File: src/hw/rtl/decimal_accumulator_machine_defines.svh
// ----------------------------------------------------------------------------
// Decimal accumulator machine: assertion macros
// Shared property shorthands, sampled on clk and disabled while rst_n is low.
// ----------------------------------------------------------------------------
`ifndef DECIMAL_ACCUMULATOR_MACHINE_DEFINES_SVH
`define DECIMAL_ACCUMULATOR_MACHINE_DEFINES_SVH

// Same-cycle implication
`define DAM_ASSERT_NOW(label, ante, cons, msg) \
  label: assert property (@(posedge clk) disable iff (!rst_n) (ante) |-> (cons)) \
    else $error(msg);

// Next-cycle implication
`define DAM_ASSERT_NEXT(label, ante, cons, msg) \
  label: assert property (@(posedge clk) disable iff (!rst_n) (ante) |=> (cons)) \
    else $error(msg);

`endif

File: src/hw/rtl/dam_pkg.sv
// ----------------------------------------------------------------------------
// Decimal accumulator machine package
// Word format, command, status and opcode codes, divider interface types.
// ----------------------------------------------------------------------------
`default_nettype none

package dam_pkg;

  // Machine geometry
  localparam int MEM_WORDS = 100;
  localparam int ADDR_W    = $clog2(MEM_WORDS);
  localparam int WORD_W    = 15;
  localparam int MAG_W     = WORD_W - 1;
  localparam logic signed [WORD_W-1:0] WORD_MAX = 15'sd9999;

  // Decode of word / 100 by reciprocal multiply: q = (|w| * 5243) >> 19
  localparam int DEC_BASE    = 100;
  localparam int RECIP       = 5243;
  localparam int RECIP_W     = 13;
  localparam int RECIP_SHIFT = 19;
  localparam int DIGIT_W     = 7;

  // Divider geometry
  localparam int DIV_BITS  = MAG_W;
  localparam int DIV_CNT_W = $clog2(DIV_BITS);

  // Commands
  localparam logic [1:0] CMD_CLEAR = 2'd0;
  localparam logic [1:0] CMD_LOAD  = 2'd1;
  localparam logic [1:0] CMD_STEP  = 2'd2;

  // Status codes
  localparam logic [2:0] ST_OK      = 3'd0;
  localparam logic [2:0] ST_HALT    = 3'd1;
  localparam logic [2:0] ST_OVF     = 3'd2;
  localparam logic [2:0] ST_DIVZ    = 3'd3;
  localparam logic [2:0] ST_PAST    = 3'd4;
  localparam logic [2:0] ST_FULL    = 3'd5;
  localparam logic [2:0] ST_IGNORED = 3'd6;

  // Opcodes
  localparam logic signed [7:0] OP_READ  = 8'sd10;
  localparam logic signed [7:0] OP_WRITE = 8'sd11;
  localparam logic signed [7:0] OP_LOAD  = 8'sd20;
  localparam logic signed [7:0] OP_STORE = 8'sd21;
  localparam logic signed [7:0] OP_ADD   = 8'sd30;
  localparam logic signed [7:0] OP_SUB   = 8'sd31;
  localparam logic signed [7:0] OP_DIV   = 8'sd32;
  localparam logic signed [7:0] OP_MUL   = 8'sd33;
  localparam logic signed [7:0] OP_BR    = 8'sd40;
  localparam logic signed [7:0] OP_BRNEG = 8'sd41;
  localparam logic signed [7:0] OP_BRZERO = 8'sd42;
  localparam logic signed [7:0] OP_HALT  = 8'sd43;

  // Divider request and response
  typedef struct packed {
    logic                     start;
    logic signed [WORD_W-1:0] dividend;
    logic signed [WORD_W-1:0] divisor;
  } div_req_t;

  typedef struct packed {
    logic                     done;
    logic signed [WORD_W-1:0] quotient;
  } div_rsp_t;

endpackage

`default_nettype wire

File: src/hw/rtl/dam_ram.sv
// ----------------------------------------------------------------------------
// Generic single-port-write, single-port-read RAM
// One write and one registered read per cycle; contents are not reset.
// ----------------------------------------------------------------------------
`default_nettype none

module dam_ram #(
  parameter int WIDTH = 15,
  parameter int DEPTH = 100
) (
  input  wire logic                     clk,
  input  wire logic                     we,
  input  wire logic [$clog2(DEPTH)-1:0] waddr,
  input  wire logic [WIDTH-1:0]         wdata,
  input  wire logic [$clog2(DEPTH)-1:0] raddr,
  output logic      [WIDTH-1:0]         rdata
);

  logic [WIDTH-1:0] mem [DEPTH];

  // Write port
  always_ff @(posedge clk) begin
    if (we) begin
      mem[waddr] <= wdata;
    end
  end

  // Registered read port
  always_ff @(posedge clk) begin
    rdata <= mem[raddr];
  end

endmodule

`default_nettype wire

File: src/hw/rtl/dam_div.sv
// ----------------------------------------------------------------------------
// Iterative signed divider
// Restoring division on magnitudes, one quotient bit per cycle, truncating.
// ----------------------------------------------------------------------------
`default_nettype none

module dam_div
  import dam_pkg::*;
(
  input  wire logic     clk,
  input  wire logic     rst_n,
  input  wire div_req_t req,
  output div_rsp_t      rsp
);

  logic                 busy_r, busy_nxt;
  logic                 done_r, done_nxt;
  logic [DIV_CNT_W-1:0] cnt_r, cnt_nxt;
  logic [MAG_W-1:0]     rem_r, rem_nxt;
  logic [MAG_W-1:0]     quo_r, quo_nxt;
  logic [MAG_W-1:0]     dvs_r, dvs_nxt;
  logic                 neg_r, neg_nxt;

  logic [WORD_W-1:0]    dvd_abs;
  logic [WORD_W-1:0]    dvs_abs;
  logic [MAG_W:0]       rem_sh;
  logic                 fits;
  logic [MAG_W:0]       rem_sub;

  // Operand magnitudes
  assign dvd_abs = req.dividend[WORD_W-1] ? WORD_W'(-req.dividend) : req.dividend;
  assign dvs_abs = req.divisor[WORD_W-1]  ? WORD_W'(-req.divisor)  : req.divisor;

  // Trial subtract of one step
  assign rem_sh  = {rem_r, quo_r[MAG_W-1]};
  assign fits    = rem_sh >= {1'b0, dvs_r};
  assign rem_sub = rem_sh - {1'b0, dvs_r};

  always_comb begin
    busy_nxt = busy_r;
    done_nxt = 1'b0;
    cnt_nxt  = cnt_r;
    rem_nxt  = rem_r;
    quo_nxt  = quo_r;
    dvs_nxt  = dvs_r;
    neg_nxt  = neg_r;
    if (req.start) begin
      busy_nxt = 1'b1;
      cnt_nxt  = '0;
      rem_nxt  = '0;
      quo_nxt  = dvd_abs[MAG_W-1:0];
      dvs_nxt  = dvs_abs[MAG_W-1:0];
      neg_nxt  = req.dividend[WORD_W-1] ^ req.divisor[WORD_W-1];
    end else if (busy_r) begin
      rem_nxt = fits ? rem_sub[MAG_W-1:0] : rem_sh[MAG_W-1:0];
      quo_nxt = {quo_r[MAG_W-2:0], fits};
      cnt_nxt = cnt_r + 1'b1;
      if (cnt_r == DIV_CNT_W'(DIV_BITS - 1)) begin
        busy_nxt = 1'b0;
        done_nxt = 1'b1;
      end
    end
  end

  // Control state
  always_ff @(posedge clk) begin
    if (!rst_n) begin
      busy_r <= 1'b0;
      done_r <= 1'b0;
    end else begin
      busy_r <= busy_nxt;
      done_r <= done_nxt;
    end
  end

  // Datapath
  always_ff @(posedge clk) begin
    cnt_r <= cnt_nxt;
    rem_r <= rem_nxt;
    quo_r <= quo_nxt;
    dvs_r <= dvs_nxt;
    neg_r <= neg_nxt;
  end

  assign rsp.done     = done_r;
  assign rsp.quotient = neg_r ? -$signed({1'b0, quo_r}) : $signed({1'b0, quo_r});

endmodule

`default_nettype wire

File: src/hw/rtl/decimal_accumulator_machine.sv
// ----------------------------------------------------------------------------
// Decimal accumulator machine
// Hundred-word, four-digit signed accumulator computer with command port.
// ----------------------------------------------------------------------------
// Usage:
//   An item (in_cmd, in_data) is taken at a clock edge with start high and
//   busy low. Clear, load, an ignored step and an unused command finish at
//   once: the result strobe out_valid rises on the next cycle and busy stays
//   low, so one such item per cycle is possible.
//   A step command raises busy while the sequencer fetches the word, decodes
//   it with a reciprocal multiply, reads the operand and executes: busy falls
//   with the result strobe, and a new item can be taken at the edge that ends
//   the result cycle. A divide runs the iterative divider, one quotient bit
//   per cycle, and its result strobe comes once the quotient is done.
//   Each result is shown for exactly one cycle with out_valid high; the
//   receiver must take it then, it cannot hold results off.
//   Reset (and the clear command) empties the 100-word memory at once by
//   clearing its per-word valid bits; an invalid word reads as zero. No
//   clearing pass is needed.
// ----------------------------------------------------------------------------
`default_nettype none

`include "decimal_accumulator_machine_defines.svh"

module decimal_accumulator_machine
  import dam_pkg::*;
(
  input  wire logic                     clk,
  input  wire logic                     rst_n,
  input  wire logic                     start,
  output logic                          busy,
  input  wire logic [1:0]               in_cmd,
  input  wire logic signed [WORD_W-1:0] in_data,
  output logic                          out_valid,
  output logic [2:0]                    out_status,
  output logic                          out_write_valid,
  output logic signed [WORD_W-1:0]      out_write_value,
  output logic                          out_read_taken,
  output logic [ADDR_W-1:0]             out_program_counter,
  output logic signed [WORD_W-1:0]      out_acc_value,
  output logic signed [WORD_W-1:0]      out_instruction_word,
  output logic signed [7:0]             out_opcode,
  output logic signed [7:0]             out_address_field
);

  // Sequencer states
  localparam logic [2:0] S_IDLE   = 3'd0;
  localparam logic [2:0] S_FETCH  = 3'd1;
  localparam logic [2:0] S_DECODE = 3'd2;
  localparam logic [2:0] S_OPER   = 3'd3;
  localparam logic [2:0] S_EXEC   = 3'd4;
  localparam logic [2:0] S_DIV    = 3'd5;

  localparam int PROD_W = MAG_W + RECIP_W;

  // Architectural state
  logic [2:0]               st_r, st_nxt;
  logic [ADDR_W-1:0]        lp_r, lp_nxt;
  logic [ADDR_W-1:0]        ic_r, ic_nxt;
  logic signed [WORD_W-1:0] acc_r, acc_nxt;
  logic                     stopped_r, stopped_nxt;
  logic [MEM_WORDS-1:0]     valid_r, valid_nxt;
  logic                     vld_rd_r, vld_rd_nxt;

  // Instruction in flight
  logic signed [WORD_W-1:0] data_r, data_nxt;
  logic signed [WORD_W-1:0] word_r, word_nxt;
  logic [DIGIT_W-1:0]       qmag_r, qmag_nxt;
  logic signed [7:0]        op_r, op_nxt;
  logic signed [7:0]        addr_r, addr_nxt;

  // Result registers
  logic                     out_valid_r, out_valid_nxt;
  logic [2:0]               out_status_r, out_status_nxt;
  logic                     out_wvalid_r, out_wvalid_nxt;
  logic signed [WORD_W-1:0] out_wvalue_r, out_wvalue_nxt;
  logic                     out_rtaken_r, out_rtaken_nxt;
  logic [ADDR_W-1:0]        out_pc_r, out_pc_nxt;
  logic signed [WORD_W-1:0] out_acc_r, out_acc_nxt;
  logic signed [WORD_W-1:0] out_word_r, out_word_nxt;
  logic signed [7:0]        out_op_r, out_op_nxt;
  logic signed [7:0]        out_addr_r, out_addr_nxt;

  // Memory port
  logic                     ram_we;
  logic [ADDR_W-1:0]        ram_waddr;
  logic [WORD_W-1:0]        ram_wdata;
  logic [ADDR_W-1:0]        ram_raddr;
  logic [WORD_W-1:0]        ram_rdata;

  // Datapath
  logic signed [WORD_W-1:0] m_val;
  logic [WORD_W-1:0]        word_abs;
  logic [MAG_W-1:0]         wmag;
  logic [PROD_W-1:0]        dec_prod;
  logic [MAG_W-1:0]         rem_full;
  logic [ADDR_W-1:0]        op_addr;
  logic signed [WORD_W:0]   add_res;
  logic signed [WORD_W:0]   sub_res;
  logic signed [2*WORD_W-1:0] mul_res;
  logic signed [WORD_W-1:0] data_sat;
  logic                     load_ok;

  // Finish of a step
  logic                     do_fin;
  logic [2:0]               fin_status;
  logic [ADDR_W-1:0]        fin_next;
  logic                     e_wvalid;
  logic signed [WORD_W-1:0] e_wvalue;
  logic                     e_rtaken;

  div_req_t                 div_req;
  div_rsp_t                 div_rsp;

  dam_ram #(
    .WIDTH (WORD_W),
    .DEPTH (MEM_WORDS)
  ) u_ram (
    .clk   (clk),
    .we    (ram_we),
    .waddr (ram_waddr),
    .wdata (ram_wdata),
    .raddr (ram_raddr),
    .rdata (ram_rdata)
  );

  dam_div u_div (
    .clk   (clk),
    .rst_n (rst_n),
    .req   (div_req),
    .rsp   (div_rsp)
  );

  // Operand read: a never-written word reads as zero
  assign m_val = vld_rd_r ? $signed(ram_rdata) : '0;

  // Decode of word / 100 and word % 100 on the magnitude
  assign word_abs = word_r[WORD_W-1] ? WORD_W'(-word_r) : word_r;
  assign wmag     = word_abs[MAG_W-1:0];
  assign dec_prod = PROD_W'(wmag) * PROD_W'(RECIP);
  assign rem_full = wmag - MAG_W'(qmag_r) * MAG_W'(DEC_BASE);
  assign op_addr  = addr_r[7] ? '0 : addr_r[ADDR_W-1:0];

  // Arithmetic unit
  assign add_res = acc_r + m_val;
  assign sub_res = acc_r - m_val;
  assign mul_res = acc_r * m_val;

  // Read value and load range checks
  assign data_sat = (data_r > WORD_MAX) ? WORD_MAX :
                    (data_r < -WORD_MAX) ? -WORD_MAX : data_r;
  assign load_ok  = (in_data <= WORD_MAX) && (in_data >= -WORD_MAX);

  assign busy = (st_r != S_IDLE);

  // Sequencer and next state
  always_comb begin
    st_nxt      = st_r;
    lp_nxt      = lp_r;
    ic_nxt      = ic_r;
    acc_nxt     = acc_r;
    stopped_nxt = stopped_r;
    valid_nxt   = valid_r;
    data_nxt    = data_r;
    word_nxt    = word_r;
    qmag_nxt    = qmag_r;
    op_nxt      = op_r;
    addr_nxt    = addr_r;

    out_valid_nxt  = 1'b0;
    out_status_nxt = out_status_r;
    out_wvalid_nxt = out_wvalid_r;
    out_wvalue_nxt = out_wvalue_r;
    out_rtaken_nxt = out_rtaken_r;
    out_pc_nxt     = out_pc_r;
    out_acc_nxt    = out_acc_r;
    out_word_nxt   = out_word_r;
    out_op_nxt     = out_op_r;
    out_addr_nxt   = out_addr_r;

    ram_we    = 1'b0;
    ram_waddr = lp_r;
    ram_wdata = in_data;
    ram_raddr = '0;

    div_req.start    = 1'b0;
    div_req.dividend = m_val;
    div_req.divisor  = acc_r;

    do_fin     = 1'b0;
    fin_status = ST_OK;
    fin_next   = ic_r + 1'b1;
    e_wvalid   = 1'b0;
    e_wvalue   = '0;
    e_rtaken   = 1'b0;

    case (st_r)
      S_IDLE: begin
        if (start) begin
          // Commands that finish at once report with empty step fields
          out_status_nxt = ST_OK;
          out_wvalid_nxt = 1'b0;
          out_wvalue_nxt = '0;
          out_rtaken_nxt = 1'b0;
          out_word_nxt   = '0;
          out_op_nxt     = '0;
          out_addr_nxt   = '0;
          case (in_cmd)
            CMD_CLEAR: begin
              lp_nxt        = '0;
              ic_nxt        = '0;
              acc_nxt       = '0;
              stopped_nxt   = 1'b0;
              valid_nxt     = '0;
              out_valid_nxt = 1'b1;
            end
            CMD_LOAD: begin
              out_valid_nxt = 1'b1;
              if (lp_r >= ADDR_W'(MEM_WORDS)) begin
                out_status_nxt = ST_FULL;
              end else if (load_ok) begin
                ram_we            = 1'b1;
                valid_nxt[lp_r]   = 1'b1;
                lp_nxt            = lp_r + 1'b1;
                if (lp_r == ADDR_W'(MEM_WORDS - 1)) begin
                  out_status_nxt = ST_FULL;
                end
              end
            end
            CMD_STEP: begin
              if (stopped_r || (ic_r >= ADDR_W'(MEM_WORDS))) begin
                out_status_nxt = ST_IGNORED;
                out_valid_nxt  = 1'b1;
              end else begin
                ram_raddr = ic_r;
                data_nxt  = in_data;
                st_nxt    = S_FETCH;
              end
            end
            default: begin
              out_valid_nxt = 1'b1;
            end
          endcase
        end
      end

      // Instruction word arrives from memory
      S_FETCH: begin
        word_nxt = m_val;
        st_nxt   = S_DECODE;
      end

      // Quotient digit pair by reciprocal multiply
      S_DECODE: begin
        qmag_nxt = dec_prod[RECIP_SHIFT +: DIGIT_W];
        st_nxt   = S_OPER;
      end

      // Signed opcode and address; start the operand read
      S_OPER: begin
        op_nxt   = word_r[WORD_W-1] ? -$signed({1'b0, qmag_r}) : $signed({1'b0, qmag_r});
        addr_nxt = word_r[WORD_W-1] ? -$signed({1'b0, rem_full[DIGIT_W-1:0]})
                                    : $signed({1'b0, rem_full[DIGIT_W-1:0]});
        ram_raddr = word_r[WORD_W-1] ? '0 : rem_full[ADDR_W-1:0];
        st_nxt    = S_EXEC;
      end

      // Execute with the operand word
      S_EXEC: begin
        do_fin = 1'b1;
        case (op_r)
          OP_READ: begin
            ram_we           = 1'b1;
            ram_waddr        = op_addr;
            ram_wdata        = data_sat;
            valid_nxt[op_addr] = 1'b1;
            e_rtaken         = 1'b1;
          end
          OP_WRITE: begin
            e_wvalid = 1'b1;
            e_wvalue = m_val;
          end
          OP_LOAD: begin
            acc_nxt = m_val;
          end
          OP_STORE: begin
            ram_we             = 1'b1;
            ram_waddr          = op_addr;
            ram_wdata          = acc_r;
            valid_nxt[op_addr] = 1'b1;
          end
          OP_ADD: begin
            if ((add_res > WORD_MAX) || (add_res < -WORD_MAX)) begin
              fin_status = ST_OVF;
              fin_next   = ic_r;
            end else begin
              acc_nxt = add_res[WORD_W-1:0];
            end
          end
          OP_SUB: begin
            if ((sub_res > WORD_MAX) || (sub_res < -WORD_MAX)) begin
              fin_status = ST_OVF;
              fin_next   = ic_r;
            end else begin
              acc_nxt = sub_res[WORD_W-1:0];
            end
          end
          OP_MUL: begin
            if ((mul_res > WORD_MAX) || (mul_res < -WORD_MAX)) begin
              fin_status = ST_OVF;
              fin_next   = ic_r;
            end else begin
              acc_nxt = mul_res[WORD_W-1:0];
            end
          end
          OP_DIV: begin
            if (acc_r == '0) begin
              fin_status = ST_DIVZ;
              fin_next   = ic_r;
            end else begin
              div_req.start = 1'b1;
              do_fin        = 1'b0;
              st_nxt        = S_DIV;
            end
          end
          OP_BR: begin
            fin_next = op_addr;
          end
          OP_BRNEG: begin
            if (acc_r < 0) begin
              fin_next = op_addr;
            end
          end
          OP_BRZERO: begin
            if (acc_r == '0) begin
              fin_next = op_addr;
            end
          end
          OP_HALT: begin
            fin_status = ST_HALT;
            fin_next   = ic_r;
          end
          default: begin
          end
        endcase
      end

      // Wait for the quotient
      S_DIV: begin
        if (div_rsp.done) begin
          acc_nxt = div_rsp.quotient;
          do_fin  = 1'b1;
        end
      end

      default: begin
        st_nxt = S_IDLE;
      end
    endcase

    // Common end of a step: counter, stop flag and result
    if (do_fin) begin
      st_nxt         = S_IDLE;
      ic_nxt         = fin_next;
      out_status_nxt = fin_status;
      if (fin_status != ST_OK) begin
        stopped_nxt = 1'b1;
      end else if (fin_next >= ADDR_W'(MEM_WORDS)) begin
        ic_nxt         = ADDR_W'(MEM_WORDS);
        out_status_nxt = ST_PAST;
        stopped_nxt    = 1'b1;
      end
      out_valid_nxt  = 1'b1;
      out_wvalid_nxt = e_wvalid;
      out_wvalue_nxt = e_wvalue;
      out_rtaken_nxt = e_rtaken;
      out_word_nxt   = word_r;
      out_op_nxt     = op_r;
      out_addr_nxt   = addr_r;
    end

    // Counter and accumulator as left by this item
    if (out_valid_nxt) begin
      out_pc_nxt  = ic_nxt;
      out_acc_nxt = acc_nxt;
    end

    vld_rd_nxt = valid_r[ram_raddr];
  end

  // Control state
  always_ff @(posedge clk) begin
    if (!rst_n) begin
      st_r        <= S_IDLE;
      lp_r        <= '0;
      ic_r        <= '0;
      acc_r       <= '0;
      stopped_r   <= 1'b0;
      valid_r     <= '0;
      out_valid_r <= 1'b0;
    end else begin
      st_r        <= st_nxt;
      lp_r        <= lp_nxt;
      ic_r        <= ic_nxt;
      acc_r       <= acc_nxt;
      stopped_r   <= stopped_nxt;
      valid_r     <= valid_nxt;
      out_valid_r <= out_valid_nxt;
    end
  end

  // Payload registers
  always_ff @(posedge clk) begin
    vld_rd_r     <= vld_rd_nxt;
    data_r       <= data_nxt;
    word_r       <= word_nxt;
    qmag_r       <= qmag_nxt;
    op_r         <= op_nxt;
    addr_r       <= addr_nxt;
    out_status_r <= out_status_nxt;
    out_wvalid_r <= out_wvalid_nxt;
    out_wvalue_r <= out_wvalue_nxt;
    out_rtaken_r <= out_rtaken_nxt;
    out_pc_r     <= out_pc_nxt;
    out_acc_r    <= out_acc_nxt;
    out_word_r   <= out_word_nxt;
    out_op_r     <= out_op_nxt;
    out_addr_r   <= out_addr_nxt;
  end

  assign out_valid            = out_valid_r;
  assign out_status           = out_status_r;
  assign out_write_valid      = out_wvalid_r;
  assign out_write_value      = out_wvalue_r;
  assign out_read_taken       = out_rtaken_r;
  assign out_program_counter  = out_pc_r;
  assign out_acc_value        = out_acc_r;
  assign out_instruction_word = out_word_r;
  assign out_opcode           = out_op_r;
  assign out_address_field    = out_addr_r;

  // Checks
  `DAM_ASSERT_NEXT(a_busy_end_reports,
                   (st_r != S_IDLE) && (st_nxt == S_IDLE),
                   out_valid, "step finished without a result")
  `DAM_ASSERT_NEXT(a_stopped_ignores,
                   !busy && start && (in_cmd == CMD_STEP) && stopped_r,
                   out_valid && (out_status == ST_IGNORED),
                   "step on stopped machine not ignored")
  `DAM_ASSERT_NOW(a_div_done_in_div, div_rsp.done, st_r == S_DIV,
                  "quotient arrived outside divide")
  `DAM_ASSERT_NOW(a_pc_range, out_valid, out_program_counter <= ADDR_W'(MEM_WORDS),
                  "counter beyond end of memory")

endmodule

`default_nettype wire

File: config.mk
export PLATFORM = sky130hd
export DESIGN_NAME = decimal_accumulator_machine
export DESIGN_NICKNAME = d
export VERILOG_FILES = /design/src/hw/rtl/dam_pkg.sv /design/src/hw/rtl/dam_ram.sv /design/src/hw/rtl/dam_div.sv /design/src/hw/rtl/decimal_accumulator_machine.sv
export VERILOG_INCLUDE_DIRS = /design/src /design/src/hw/rtl
export SDC_FILE = /design/constraint.sdc
export NUM_CORES = 2
export LEC_CHECK = 0
export BUFFER_PORTS_ARGS = -buffer_cell sky130_fd_sc_hd__buf_4
export CAP_MARGIN = 30
export CORE_MARGIN = 2
export CORE_UTILIZATION = 57
export DETAILED_ROUTE_END_ITERATION = 7
export PLACE_DENSITY = 0.8
export SKIP_LAST_GASP = 1
export SLEW_MARGIN = 20
export SYNTH_ARGS = -nofsm -noshare
export SYNTH_HDL_FRONTEND = slang
export SYNTH_SLANG_ARGS = --single-unit
File: constraint.sdc
create_clock -name clk -period 27.3 [get_ports clk]
set_input_delay 5.46 -clock clk [delete_from_list [all_inputs] [get_ports clk]]
set_output_delay 5.46 -clock clk [all_outputs]
set_load 0.02 [all_outputs]
== Yosys cells after proc, flatten, opt, wreduce, memory -nomap -nowiden ==
Memory sizes are Yosys's and may differ from the RTL's. A register that Yosys moved wholly into a read port is not among the register bits.
Cells that the tools add are included.

* Flip-flop bits (word level): 310
* Bits in latches: 0
* Memory bits (writable): 1500
* Bits in read-only memories: 0
* Logic and storage cells: 261
* Memories: 1

* $add $sub $neg: 13
* $mul: 3
* Divide/modulo/power cells: 0
* Magnitude comparators: 20
* Eq/ne operators: 32
* Shifts and indexed selects: 0
* Multiplexer cells: 129
* Bitwise operators: 7
* Reductions and logical operators: 25

{| class="wikitable"
|+ Memory list
! memory !! words !! width !! read ports !! clocked after Yosys merged registers in !! write ports !! line !! source
|-
| u_ram.mem || 100 || 15 || 1 || 1 || 1 || dam_ram.sv:19 || <nowiki>logic [WIDTH-1:0] mem [DEPTH];</nowiki>
|}

{| class="wikitable"
|+ Operator list
! cell !! count
|-
| two-way mux 100 bit || 4
|-
| one-hot mux 100 bit (2 select lines) || 2
|-
| two-way mux 15 bit || 17
|-
| OR 100 bit || 2
|-
| two-way mux 7 bit || 24
|-
| two-way mux 14 bit || 6
|-
| one-hot mux 15 bit (4 select lines) || 1
|-
| one-hot mux 7 bit (8 select lines) || 1
|-
| == test 8 x 6 -> 1 bit, second input constant || 6
|-
| one-hot mux 15 bit (3 select lines) || 1
|-
| two-way mux 3 bit || 14
|-
| negator 14 bit || 3
|-
| two-way mux 1 bit || 39
|-
| == test 8 x 5 -> 1 bit, second input constant || 4
|-
| greater-than comparator 16 x 15 -> 1 bit, second input constant || 2
|-
| less-than comparator 16 x 15 -> 1 bit, second input constant || 2
|-
| two-way mux 8 bit || 4
|-
| greater-than comparator 30 x 15 -> 1 bit, second input constant || 1
|-
| less-than comparator 30 x 15 -> 1 bit, second input constant || 1
|-
| multiplier 15 x 15 -> 30 bit || 1
|-
| one-hot mux 15 bit (2 select lines) || 1
|-
| one-hot mux 7 bit (2 select lines) || 2
|-
| multiplier 14 x 13 -> 26 bit, second input constant || 1
|-
| less-than comparator 7 x 8 -> 1 bit, second input constant || 3
|-
| other kinds (51) || 87
|}

== Longest topological paths before layout ==
* Depth in word-level cells: 11
* Gate-level depth with buffers: 35

== By module ==
Synthesis repeated with hierarchy kept, for this count alone.

* Cells, all modules: 6272
* Area, all modules: 90306.6 um^2

{| class="wikitable"
|+ By module, submodules not included
! module !! instances !! cells each !! area an instance (um^2) !! seq. area each (um^2)
|-
| dam_ram || 1 || 2508 || 58010.6 || 45343.5
|-
| decimal_accumulator_machine || 1 || 3373 || 28757.6 || 6486.2
|-
| dam_div || 1 || 391 || 3538.4 || 1271.2
|}

== Worst setup path before layout ==
No wires, ideal clock.

* Path type: input port to flip-flop
* From: input in_data[7]
* To: memory u_ram.mem[48][0], enable pin
* Library setup time: 0.426 ns
* Data arrival time: 8.880 ns
* Path slack: 17.994 ns
* Stages: 11
* Path through: or4_1 -> nand4_1 -> a21oi_1 -> a21oi_1 -> and2_1 -> mux2i_1 -> nor2_1 -> nand2_1 -> nand2_1 -> nand3_1 -> nor4_1

* Word-level cells in the longest chain between the ends: 9

{| class="wikitable"
|+ RTL lines
! what !! line !! source
|-
| start, declared || decimal_accumulator_machine.sv:33 || <nowiki>input wire logic signed [WORD_W-1:0] in_data,</nowiki>
|-
| <= comparator 15 bit / greater-or-equal comparator 15 bit (equally long branches) || decimal_accumulator_machine.sv:152 || <nowiki>assign load_ok = (in_data <= WORD_MAX) && (in_data >= -WORD_MAX);</nowiki>
|-
| logical AND 1 bit (*) || decimal_accumulator_machine.sv:152 ||
|-
| two-way mux 1 bit (*) || decimal_accumulator_machine.sv:221 || <nowiki>end else if (load_ok) begin</nowiki>
|-
| two-way mux 1 bit (*) || decimal_accumulator_machine.sv:219 || <nowiki>if (lp_r >= ADDR_W'(MEM_WORDS)) begin</nowiki>
|-
| two-way mux 1 bit (*) || decimal_accumulator_machine.sv:208 || <nowiki>case (in_cmd)</nowiki>
|-
| two-way mux 1 bit (*) || decimal_accumulator_machine.sv:199 || <nowiki>if (start) begin</nowiki>
|-
| one-hot mux 1 bit (2 select lines) (*) || decimal_accumulator_machine.sv:197 || <nowiki>case (st_r)</nowiki>
|-
| two-way mux 1 bit (*) || dam_ram.sv:23 || <nowiki>if (we) begin</nowiki>
|-
| two-way mux 1 bit (not written as such) (*) || dam_ram.sv:24 || <nowiki>mem[waddr] <= wdata;</nowiki>
|-
| end, declared || dam_ram.sv:19 ||
|}

Every way passes the cells marked *; elsewhere a longest branch is shown, timed or not.

== Worst setup path after layout ==
* From: register u_ram.rdata[1], read port of u_ram.mem
* To: register out_pc_r[1], in the netlist out_program_counter[1] (data pin)

* Word-level cells in the longest chain between the ends: 11

{| class="wikitable"
|+ RTL lines
! what !! line !! source
|-
| start, declared || dam_ram.sv:16 || <nowiki>output logic [WIDTH-1:0] rdata</nowiki>
|-
| two-way mux 15 bit (*) || decimal_accumulator_machine.sv:135 || <nowiki>assign m_val = vld_rd_r ? $signed(ram_rdata) : '0;</nowiki>
|-
| multiplier 15 x 15 -> 30 bit (tied with other cells) || decimal_accumulator_machine.sv:147 || <nowiki>assign mul_res = acc_r * m_val;</nowiki>
|-
| greater-than comparator 30 x 15 -> 1 bit (tied with other cells) || decimal_accumulator_machine.sv:309 || <nowiki>if ((mul_res > WORD_MAX) || (mul_res < -WORD_MAX)) begin</nowiki>
|-
| logical OR 1 bit (on tied branches) || decimal_accumulator_machine.sv:309, decimal_accumulator_machine.sv:293, decimal_accumulator_machine.sv:301 ||
|-
| two-way mux 7 bit (on tied branches) || decimal_accumulator_machine.sv:309, decimal_accumulator_machine.sv:293, decimal_accumulator_machine.sv:301 ||
|-
| one-hot mux 7 bit (8 select lines) || decimal_accumulator_machine.sv:271 || <nowiki>case (op_r)</nowiki>
|-
| two-way mux 7 bit || decimal_accumulator_machine.sv:197 ||
|-
| greater-or-equal comparator 7 bit || decimal_accumulator_machine.sv:368 || <nowiki>end else if (fin_next >= ADDR_W'(MEM_WORDS)) begin</nowiki>
|-
| two-way mux 7 bit || decimal_accumulator_machine.sv:368 ||
|-
| two-way mux 7 bit (*) || decimal_accumulator_machine.sv:366 || <nowiki>if (fin_status != ST_OK) begin</nowiki>
|-
| two-way mux 7 bit (*) || decimal_accumulator_machine.sv:362 || <nowiki>if (do_fin) begin</nowiki>
|-
| via ic_nxt[1] || decimal_accumulator_machine.sv:59 || <nowiki>logic [ADDR_W-1:0] ic_r, ic_nxt;</nowiki>
|-
| end signal, assigned || decimal_accumulator_machine.sv:424 || <nowiki>out_pc_r <= out_pc_nxt;</nowiki>
|-
| end, declared || decimal_accumulator_machine.sv:78 || <nowiki>logic [ADDR_W-1:0] out_pc_r, out_pc_nxt;</nowiki>
|}

Mark *: on every way through the listed nets, which the timed path passes. The rest lies on a longest branch.
A chain may end at the register's enable or synchronous reset.

==> results.json <==
{
  "status": "finished with violations",
  "violations": "DRC",
  "crit_required_ps": 27810,
  "grt_max_degree": 176,
  "cts.sinks": 1825,
  "gr-usage-met1_pct": 42.9,
  "routed_via_density": 6.53,
  "die_y_um": 405,
  "die_w_um": 405,
  "drc": 1,
  "setup_tns_ps": 0,
  "io_pins": 95,
  "maxCapViolations": 0,
  "grt_setup_unrepaired": "false",
  "fp-row-count": 147,
  "tritoncts": "yes",
  "cp_max_fo": 13,
  "synthTopCellsByCount": "nand2_1 (1934), edfxtp_1 (1655), nand3_1 (744)",
  "r2r_setup_slack_ps": 16100,
  "antenna_left": 0,
  "finalSetupViolCount": 0,
  "yosysMostFrequentCell": "nand2_1",
  "power.leakage_nw": 37.4,
  "drtIter0Drc": 11300,
  "root_buffer": "clkbuf_16",
  "overflow": 0,
  "cts_max_level": 4,
  "relSlewSlack_pct": 25.6,
  "synth.top_cell.area_share_pct": 54.3,
  "regToRegEndpoint": "out_program_counter[1]",
  "end_kind": "register",
  "fillCellCount": 11800,
  "ys.flop_type": "edfxtp_1",
  "hold-worst-slack_ps": 463,
  "use_met3_pct": 8.20,
  "ys_seq_area_share_pct": 58.0,
  "ys_seq_elements": 1825,
  "grt_pass1_vias": 66900,
  "yosysTopAreaCell": "edfxtp_1",
  "synthTopCellsByArea": "edfxtp_1 (54%), nand2_1 (7.9%), fa_1 (6.3%)",
  "synth_cells": 8431,
  "wl_mm": 271,
  "arrival_ps": 11700,
  "synth_area_per_cell_um2": 10.9,
  "post_drt_wl_per_cell_um": 25.5,
  "max_freq_ghz": 0.0893,
  "synthArstFlopShare_pct": 0,
  "synthesis.nets": 8983,
  "routabilityCongestion": 1.02,
  "cts_resized": 0,
  "numCtsBuffers": 177,
  "use_met2_pct": 49.8,
  "holdPathEnd": "stopped_r",
  "start_util_pct": 57.2,
  "via_count": 69400,
  "ctsHoldBuffers": 0,
  "postCtsSetupBuffers": 0,
  "finish.utilization_pct": 63.1,
  "layout.nets": 8949,
  "crit_type": "register to register",
  "startpoint_type": "register",
  "final_max_slew_viol_count": 0,
  "antenna_found_initial": 7,
  "ys_warn_count": 0,
  "peakVddDrop_mv": 0.0961,
  "synth-edff-count": 1655,
  "post-route-period-util_pct": 41.0,
  "total_power_mw": 6.19,
  "p_per_area_nw_per_um2": 61.2,
  "hp-start": "stopped_r",
  "busiest_layer": "met2",
  "tightest_slew_ps": 1110,
  "grt_use_total_pct": 32.8,
  "drt-pass1-iter-count": 8,
  "finalHoldViolCount": 0,
  "ys_types": 95,
  "dieArea_um2": 164000,
  "path_clk_slew_ps": 60,
  "rr_worst_depth": 27,
  "period_needed_ps": 11200,
  "clkLatencyLatePin_ps": 850,
  "holdPathStages": 2,
  "io_buffers": 94,
  "drive_above_1_share_pct": 7.85,
  "grt_pass1_wl_mm": 406,
  "syn_area_um2": 91600,
  "cts_buffer_depth": 3,
  "syn_to_final_growth_pct": 10.3,
  "hold_path_class": "register to register",
  "worstReg2RegStart": "u_ram.rdata[1]",
  "core_um2": 160000,
  "fin_skew_ps": 70.8,
  "dpl.hpwl_mm": 169
}
==> critical path: stages, from the launching register on <==
cell and delay, ps:
dfxtp_1 520, and2_1 780, clkinv_1 800, nor2_1 390, inv_1 100, fa_1 510, inv_1 150, fa_1 890
fa_1 530, fa_1 500, fa_1 490, inv_1 50, fa_1 480, inv_1 50, ha_1 430, a21o_1 190
a31o_2 210, nor2_1 90, o32ai_1 400, a21oi_1 130, o211a_2 340, or3_4 390, o22ai_1 740, mux2i_1 300
o21ai_0 160, a311oi_1 410, nor2b_1 640, o31ai_1 170
==> registers in the layout (all words and copies together), names as in the netlist, 3 cells and up <==
signal / count
acc_r: 15
addr_r: 8
data_r: 15
ic_r: 7
lp_r: 7
op_r: 8
out_acc_value: 15
out_address_field: 8
out_instruction_word: 15
out_opcode: 8
out_program_counter: 7
out_status: 3
out_write_value: 15
qmag_r: 7
st_r: 3
u_div.cnt_r: 4
u_div.dvs_r: 14
u_div.quo_r: 14
u_div.rem_r: 14
u_ram.mem: 1500
u_ram.rdata: 15
valid_r: 100
word_r: 15
==> cell usage in the layout, fill, tap and decap left out, types with 22 or more instances in the layout <==
cell | netlist | layout
clkinv_1 | 9 | 41
a211oi_1 | 68 | 68
xnor2_1 | 96 | 96
buf_4 | 1 | 290
clkinv_2 | 0 | 31
o22ai_1 | 112 | 112
dfxtp_1 | 170 | 170
clkbuf_1 | 465 | 46
nor3_1 | 55 | 53
and3_1 | 154 | 154
o31ai_1 | 55 | 55
nand2_1 | 1934 | 1933
a21o_1 | 26 | 26
nand3_1 | 744 | 744
o21ai_0 | 161 | 144
ha_1 | 244 | 244
inv_1 | 493 | 493
o21a_1 | 24 | 22
clkbuf_16 | 0 | 178
a31oi_1 | 75 | 75
a311oi_1 | 262 | 262
xor2_1 | 30 | 30
nand4_1 | 24 | 24
nor2_1 | 487 | 471
nand2b_1 | 25 | 25
a21oi_1 | 299 | 297
fa_1 | 288 | 288
nor2b_1 | 29 | 29
and2_1 | 64 | 65
edfxtp_1 | 1655 | 1655
==> final cells by class <==
cell class / count / area, um^2 / area share (%)
Inverter: 503 / 1890 / 1.87
Tap cell: 2086 / 2610 / 2.58
Multi-Input combinational cell: 5568 / 34900 / 34.6
Antenna cell: 2 / 5.00 / 0.00495
Clock buffer: 232 / 4740 / 4.69
Clock inverter: 97 / 995 / 0.984
Sequential cell: 1825 / 53100 / 52.6
Timing Repair Buffer: 322 / 2790 / 2.76
==> worst max path at each step <==
| stage | depth (start not counted) | end | slack, ps | startpoint |
|---|---|---|---|---|
| 6_report | 27 | out_program_counter[1] | 16100 | u_ram.rdata[1] |
| 5_1_grt | 28 | out_program_counter[1] | 15560 | u_ram.rdata[1] |
| 4_1_cts | 27 | out_program_counter[1] | 16360 | u_ram.rdata[1] |
| 3_5_place_dp | 18 | u_ram.rdata[7] | 15760 | in_cmd[0] |
| 3_3_place_gp | 16 | u_ram.rdata[3] | 15790 | in_cmd[0] |
| 2_1_floorplan | 11 | u_ram.mem[48][0] | 17990 | in_data[7] |
==> routing by layer <==
layer | vias up | share of wire (%)
met4 | 4 | 6.7
li1 | 29900 | -
met1 | 33400 | 36
met2 | 5108 | 45
met5 | - | 0.0096
met3 | 1001 | 13
==> kinds of logic after synthesis <==
group	share of synthesized area, %
mux	0.101
simple gates	17.1
buf+inv	4.30
fa+ha+maj	9.63
compound gates	9.59
xor+xnor	1.25
flops	58.0
==> where the power goes <==
part / switching, mW / total [mW] / internal, mW
Combinational: 0.424 / 0.676 / 0.252
Sequential: 0.0169 / 3.09 / 3.07
Clock: 1.07 / 2.42 / 1.35
==> stage by stage <==
step / setup slack, ps / area, um^2 / std cells
floorplan: 17990 / 91600 / 8431
global placement: 15790 / 94800 / 10300
detailed placement: 15760 / 95100 / 10300
CTS: 16360 / 101000 / 10600
global route: 15560 / 101000 / 10600
finish: 16100 / 101000 / 10600
Power figures use the tool's default switching activity.
